<file path="src/hw/rtl/assert_macros.svh">
// assertion shorthands for the sample byte offset resolver
// expects clk and rst_n in the scope of each use
`ifndef ASSERT_MACROS_SVH
`define ASSERT_MACROS_SVH

// antecedent holds, consequent holds in the same cycle
`define CHK_IMPLIES(label, ante, cons, msg) \
  label: assert property (@(posedge clk) disable iff (!rst_n) (ante) |-> (cons)) \
    else $error(msg);

// antecedent holds, consequent holds in the next cycle
`define CHK_NEXT(label, ante, cons, msg) \
  label: assert property (@(posedge clk) disable iff (!rst_n) (ante) |=> (cons)) \
    else $error(msg);

`endif

</file>
<file path="src/hw/rtl/sbor_pkg.sv">
// shared types, codes and widths for the sample byte offset resolver
// no dependencies; imported by every module of the block
`timescale 1ns / 1ps
`default_nettype none

package sbor_pkg;

  localparam int unsigned CHUNK_DEPTH_DEF = 4096;
  localparam int unsigned RUN_DEPTH_DEF   = 1024;

  localparam int unsigned OP_W   = 2;
  localparam int unsigned IDX_W  = 12;
  localparam int unsigned OFS_W  = 64;
  localparam int unsigned CNT_W  = 32;
  localparam int unsigned CIU_W  = 13;
  localparam int unsigned RIU_W  = 11;
  localparam int unsigned STAT_W = 2;
  localparam int unsigned ALU_W  = 34;
  localparam int unsigned APB_AW = 4;
  localparam int unsigned APB_DW = 32;

  // register indexes, taken from paddr[3:2]
  localparam logic [1:0] REG_CHUNKS  = 2'd0;
  localparam logic [1:0] REG_RUNS    = 2'd1;
  localparam logic [1:0] REG_SAMPLES = 2'd2;

  typedef enum logic [OP_W-1:0] {
    OP_LOAD_CHUNK = 2'd0,
    OP_LOAD_RUN   = 2'd1,
    OP_PLACE      = 2'd2,
    OP_RESTART    = 2'd3
  } op_t;

  typedef enum logic [STAT_W-1:0] {
    ST_OK       = 2'd0,
    ST_BEYOND   = 2'd1,
    ST_NO_CHUNK = 2'd2
  } status_t;

  typedef enum logic [3:0] {
    W_IDLE,
    W_CHECK,
    W_RUN_RD,
    W_RUN_CNT,
    W_RUN_TEST,
    W_RUN_SUB,
    W_CHUNK,
    W_TABLE,
    W_CRD,
    W_POS,
    W_DONE
  } walk_state_t;

  typedef struct packed {
    logic [CIU_W-1:0] chunks_in_use;
    logic [RIU_W-1:0] runs_in_use;
    logic [CNT_W-1:0] samples_in_use;
  } cfg_t;

  typedef struct packed {
    logic [CNT_W-1:0] first_chunk;
    logic [CNT_W-1:0] samples_per_chunk;
  } run_word_t;

  // shared adder: a + (inv_b ? ~b : b) + cin
  typedef struct packed {
    logic [ALU_W-1:0] a;
    logic [ALU_W-1:0] b;
    logic             inv_b;
    logic             cin;
  } alu_req_t;

  typedef struct packed {
    logic [OFS_W-1:0] position;
    logic [CNT_W-1:0] number;
    status_t          status;
  } result_t;

endpackage

`default_nettype wire

</file>
<file path="src/hw/rtl/sbor_cfg_regs.sv">
// apb-style configuration registers: chunk, run and sample counts
// depends on sbor_pkg for the register struct and indexes
`timescale 1ns / 1ps
`default_nettype none

module sbor_cfg_regs
  import sbor_pkg::*;
(
  input  logic              clk,
  input  logic              rst_n,
  input  logic              psel,
  input  logic              penable,
  input  logic              pwrite,
  input  logic [APB_AW-1:0] paddr,
  input  logic [APB_DW-1:0] pwdata,
  output logic [APB_DW-1:0] prdata,
  output logic              pready,
  output cfg_t              cfg
);

  cfg_t       cfg_r;
  logic       wr_en;
  logic [1:0] reg_idx;

  assign pready  = 1'b1;
  assign wr_en   = psel && penable && pwrite;
  assign reg_idx = paddr[APB_AW-1:2];
  assign cfg     = cfg_r;

  always_ff @(posedge clk) begin
    if (!rst_n) begin
      cfg_r <= '0;
    end else if (wr_en) begin
      unique case (reg_idx)
        REG_CHUNKS:  cfg_r.chunks_in_use  <= pwdata[CIU_W-1:0];
        REG_RUNS:    cfg_r.runs_in_use    <= pwdata[RIU_W-1:0];
        REG_SAMPLES: cfg_r.samples_in_use <= pwdata[CNT_W-1:0];
        default: ;
      endcase
    end
  end

  always_comb begin
    unique case (reg_idx)
      REG_CHUNKS:  prdata = APB_DW'(cfg_r.chunks_in_use);
      REG_RUNS:    prdata = APB_DW'(cfg_r.runs_in_use);
      REG_SAMPLES: prdata = APB_DW'(cfg_r.samples_in_use);
      default:     prdata = '0;
    endcase
  end

endmodule

`default_nettype wire

</file>
<file path="config.mk">
export PLATFORM = sky130hd
export DESIGN_NAME = sbor_cfg_regs
export DESIGN_NICKNAME = d
export VERILOG_FILES = /design/src/hw/rtl/assert_macros.svh /design/src/hw/rtl/sbor_pkg.sv /design/src/hw/rtl/sbor_cfg_regs.sv
export SDC_FILE = /design/constraint.sdc
export NUM_CORES = 1
export LEC_CHECK = 0
export ABC_AREA = 0
export ABC_CLOCK_PERIOD_IN_PS = 1400
export BUFFER_PORTS_ARGS = -buffer_cell sky130_fd_sc_hd__clkbuf_2
export CORE_MARGIN = 2
export CORE_UTILIZATION = 40
export CTS_CLUSTER_SIZE = 14
export DETAILED_ROUTE_END_ITERATION = 6
export PLACE_DENSITY_LB_ADDON = 0.25
export SYNTH_ARGS = -nofsm -noshare
export SYNTH_HDL_FRONTEND = slang
export SYNTH_SLANG_ARGS = --single-unit
</file>
<file path="constraint.sdc">
create_clock -name clk -period 1.4 [get_ports clk]
set_input_delay 0.21 -clock clk [delete_from_list [all_inputs] [get_ports clk]]
set_output_delay 0.21 -clock clk [all_outputs]
set_load 0.03 [all_outputs]
</file>
# --- After elaboration in Yosys (flattened, before gate mapping) ---
# Cells that the tools add are included.
op_classes:
  muxes: 1
  n_eq_ne: 2
  reduce_logical: 6
ops:
  columns: ["op", "n"]
  rows:
  - ["32-bit case mux with 3 select lines", 1]
  - ["2-bit AND reduction", 3]
  - ["2-bit by 1-bit == test with 1-bit output (second input constant)", 1]
  - ["2-bit == test (second input constant)", 1]
  - ["1-bit logical AND", 2]
  - ["2-bit zero test", 1]
word_totals:
  wordCells: 12
  register_bits: 56
  out_inout_bits: 89

# --- Logic depth before layout (Yosys ltp) ---
logic_depth:
  word_depth: 3
  depth_mapped: 5
  depth_no_buf: 3

# --- Least setup slack after synthesis ---
# Ideal clock, no wire load.
synth_path:
  path_type: "input -> output"
  start: "input paddr[2]"
  end: "output prdata[0]"
  path_stages: 4
  arrival_time_ns: 1.385
  setup_slack_ns: -0.195
  required_time_ns: 1.190
  n_path_buf: 2
  path_cell_list: "buf_4 buf_2 mux2i_1 o21ai_0"
synth_via:
  elab_chain_cells: 2
  word_cells_on_any_way: 4
  classes_between: "eq/ne: 2; mux: 1; reduce/logical: 1"
synth_rtl:
  columns: ["item", "line", "source"]
  rows:
  - ["start: declaration", "sbor_cfg_regs.sv:14", "input logic [APB_AW-1:0] paddr,"]
  - ["2-bit == test, or another cell as far along", "sbor_cfg_regs.sv:44", "unique case (reg_idx)"]
  - ["32-bit case mux with 3 select lines (*)", "sbor_cfg_regs.sv:44", null]
  - ["end: declaration", "sbor_cfg_regs.sv:16", "output logic [APB_DW-1:0] prdata,"]
# Mark *: on every way between the ends. The rest lies on a longest branch, timed or not.

# --- Final worst setup path ---
layout_path:
  start: "input paddr[2]"
  end: "output prdata[4]"
# Same word-level chain as after synthesis.

==> flow_summary.toml <==
[status]
outcome = "complete, no violations"

[worst_setup_path]
critPathLaunchType = "input pin"
crit_arrival_ns = 1.11
path_class = "in2out"
cp-startpoint = "paddr[2]"
rr_startpoint = "cfg[7]$_SDFFE_PN0P_"
cp_max_fo = 8
endpoint_kind = "primary output"
cp.required_ns = 1.19

[sta]
clock.fmax_mhz = 756.1
fin_ws_ns = 0.07740
setup_viol = 0
fin_crit_ns = 1.323
fin_crit_sh = 0.9447
rsz0062_at_grt = "false"
fin_skew_ns = 0
finalMaxSlewViolations = 0
hold_viol = 0
setup_tns_ns = 0

[placed_design]
routabilityCongestion = 0.7481
place.detailed.hpwl_um = 4451
io_buffers = 126
dp_slack_ns = 0.02480
place_inst = 478
dpl_cell_area_um2 = 3278

[clock_tree]
cts-buffers-inserted = 5
ctsHoldBuffers = 0
clockBufferDepth = 2
cts_tree = "done"
clkTransAtPathRegs_ns = 0.09
worstSkewPairLatency_ns = 0.30
clk_root_buffer_cell = "clkbuf_8"
cts.sinks = 56
h-tree-depth = 2

[yosys]
synth_top_family_by_area = "multiplexers"
netlist_instances = 286
ys.warnings.count = 0
yosysSeqAreaShare = 0.4412
synth_top_area_share = 0.4412
synthTopCellsByArea = "dfxtp_1 (44%), mux2i_1 (27%), nand2_1 (15%)"
ys_seq_elements = 56
synth.avg_cell_area_um2 = 8.885
synth.cell_area_um2 = 2541
synth.lib_cells_used.distinct = 16
synth_compound_gate_area_share = 0.02166
synthMuxAreaShare = 0.2718
synthAdderAreaFrac = 0
yosys.area.top_type = "dfxtp_1"
synth_simple_gate_area_frac = 0.2117
syn-num-nets = 327
yosys.area_share.xor_xnor = 0

[floorplanning]
die_w_um = 83.71
start_util = 0.4072
dieArea_um2 = 7007
num_rows = 29
io_pins = 130
die_y_um = 83.71
core_area_um2 = 6241

[routing]
vias = 2276
drt_wl_total_um = 6044
wire_per_inst_um = 12.44
drc_errors = 0
ant_nets = 0
avgViaCountPerCell = 4.683
drtIter0Drc = 88
dr.pass1.iters = 5

[power]
switchingPower_uw = 711.0
p_leak_nw = 1.638
clock_power_share = 0.344
internal_power_mw = 2.275
combinationalPowerShare = 0.111
pwr_density_cell_nw_per_um2 = 879.7
ir_drop_uv = 427.4
seqPwrFrac = 0.545
netSwitchingFraction = 0.2381

[final_layout]
diodes = 0
stdcell_area_um2 = 3395
nets = 449
finalNonFillerCells = 486
largest_reg_flops = 56
area_growth_pct = 33.58
drive_gt1_frac = 0.3667

[hold_path]
hold_start = "pwdata[17]"
hp-class = "in2reg"

[grt]
grt_pass1_wl_um = 9784
antenna_found_initial = 0
grt.total_usage = 0.1702
grt_overflow = 0
grtUsageMet1 = 0.2195
grt_pass1_vias = 2023
grt_most_used_layer = "met2"
grtUsageMet2 = 0.2916
grt_start_max_net_pins = 46
use_met3 = 0.03165

[run]
drv_cap = 0
-- kinds of logic after synthesis --
logic type | after synthesis
AOI/OAI and AO/OA | 11
buffers and inverters | 24
DFF | 56
muxes | 69
other | 1
and+or+nand+nor | 125
-- placed cells by master (no fill, tap or decap) --
cell type  netlist  layout
or3b_4           1       1
o21ai_1          0      11
buf_4            5       9
nand2_1         99      99
clkbuf_8         0       5
dfxtp_1         56      56
buf_2            7       5
clkinv_2         0       1
mux2i_1         69      69
nand3_1          1       1
nor3b_2          0       1
and2_1          19      19
buf_12           0       3
clkbuf_1        10       1
nor2_1           2       2
buf_6            2       1
nor3_2           1       1
nor2b_4          0       1
clkbuf_2         0     121
bufinv_16        0       1
conb_1           1       1
-- per-stage QoR --
stage,power [mW],util,hold WS [ns]
after floorplan,1.866,-,0.3521
after global placement,1.993,0.5253,0.4401
after detailed placement,1.997,0.5253,0.4469
after CTS,3.025,0.5425,0.1141
after global routing,3.121,0.5439,0.1164
final,2.986,0.5439,0.1284
-- synthesized netlist by cell type, drive strengths merged --
library cell / count
and2: 19
buf: 14
clkbuf: 10
conb: 1
dfxtp: 56
mux2i: 69
nand2: 99
nand3: 1
nor2: 2
nor2b: 1
nor3: 1
nor3b: 1
o21ai: 11
or3b: 1
-- routing by layer --
layer | up-vias | wire, um
li1 | 1168 | -
met1 | 1048 | 2665
met2 | 54 | 3087
met3 | 6 | 223
met4 | 0 | 68
met5 | - | 0
-- worst max-delay path, cell delays in order --
cell and delay, ns:
buf_2 0.20, buf_6 0.20, mux2i_1 0.23, o21ai_1 0.08
clkbuf_2 0.18
-- power by group through the flow --
| stage | sequential (mW) | clock, mW | combinational, mW |
|---|---|---|---|
| after global routing | 1.63 | 1.13 | 0.362 |
| after global placement | 1.66 | 0 | 0.329 |
| final | 1.63 | 1.03 | 0.331 |
| after detailed placement | 1.67 | 0 | 0.331 |
| after floorplan | 1.70 | 0 | 0.163 |
| after CTS | 1.63 | 1.06 | 0.332 |
-- worst paths after layout --
kind,endpoint,slack (ns),cells past startpoint
setup reg to reg,cfg[7]$_SDFFE_PN0P_,0.75,2
setup / recovery,prdata[4],0.08,5
hold reg to reg,cfg[20]$_SDFFE_PN0P_,0.47,2
hold / removal,cfg[17]$_SDFFE_PN0P_,0.13,3
-- final cells by class --
class | count | area (um^2)
repair buffers | 139 | 769.5
flip-flops and latches | 56 | 1121
clock buffers | 6 | 72.57
clock inverters | 2 | 35.03
well taps | 77 | 96.34
multi-input cells | 206 | 1300
fillers | 597 | 2846
-- repair_timing --
action                     4_1_cts  5_1_grt
setup buffers                    0        0
resized for setup                0        7
setup endpoints to repair        0       11
Note: power is estimated with default switching activity, not from simulation.
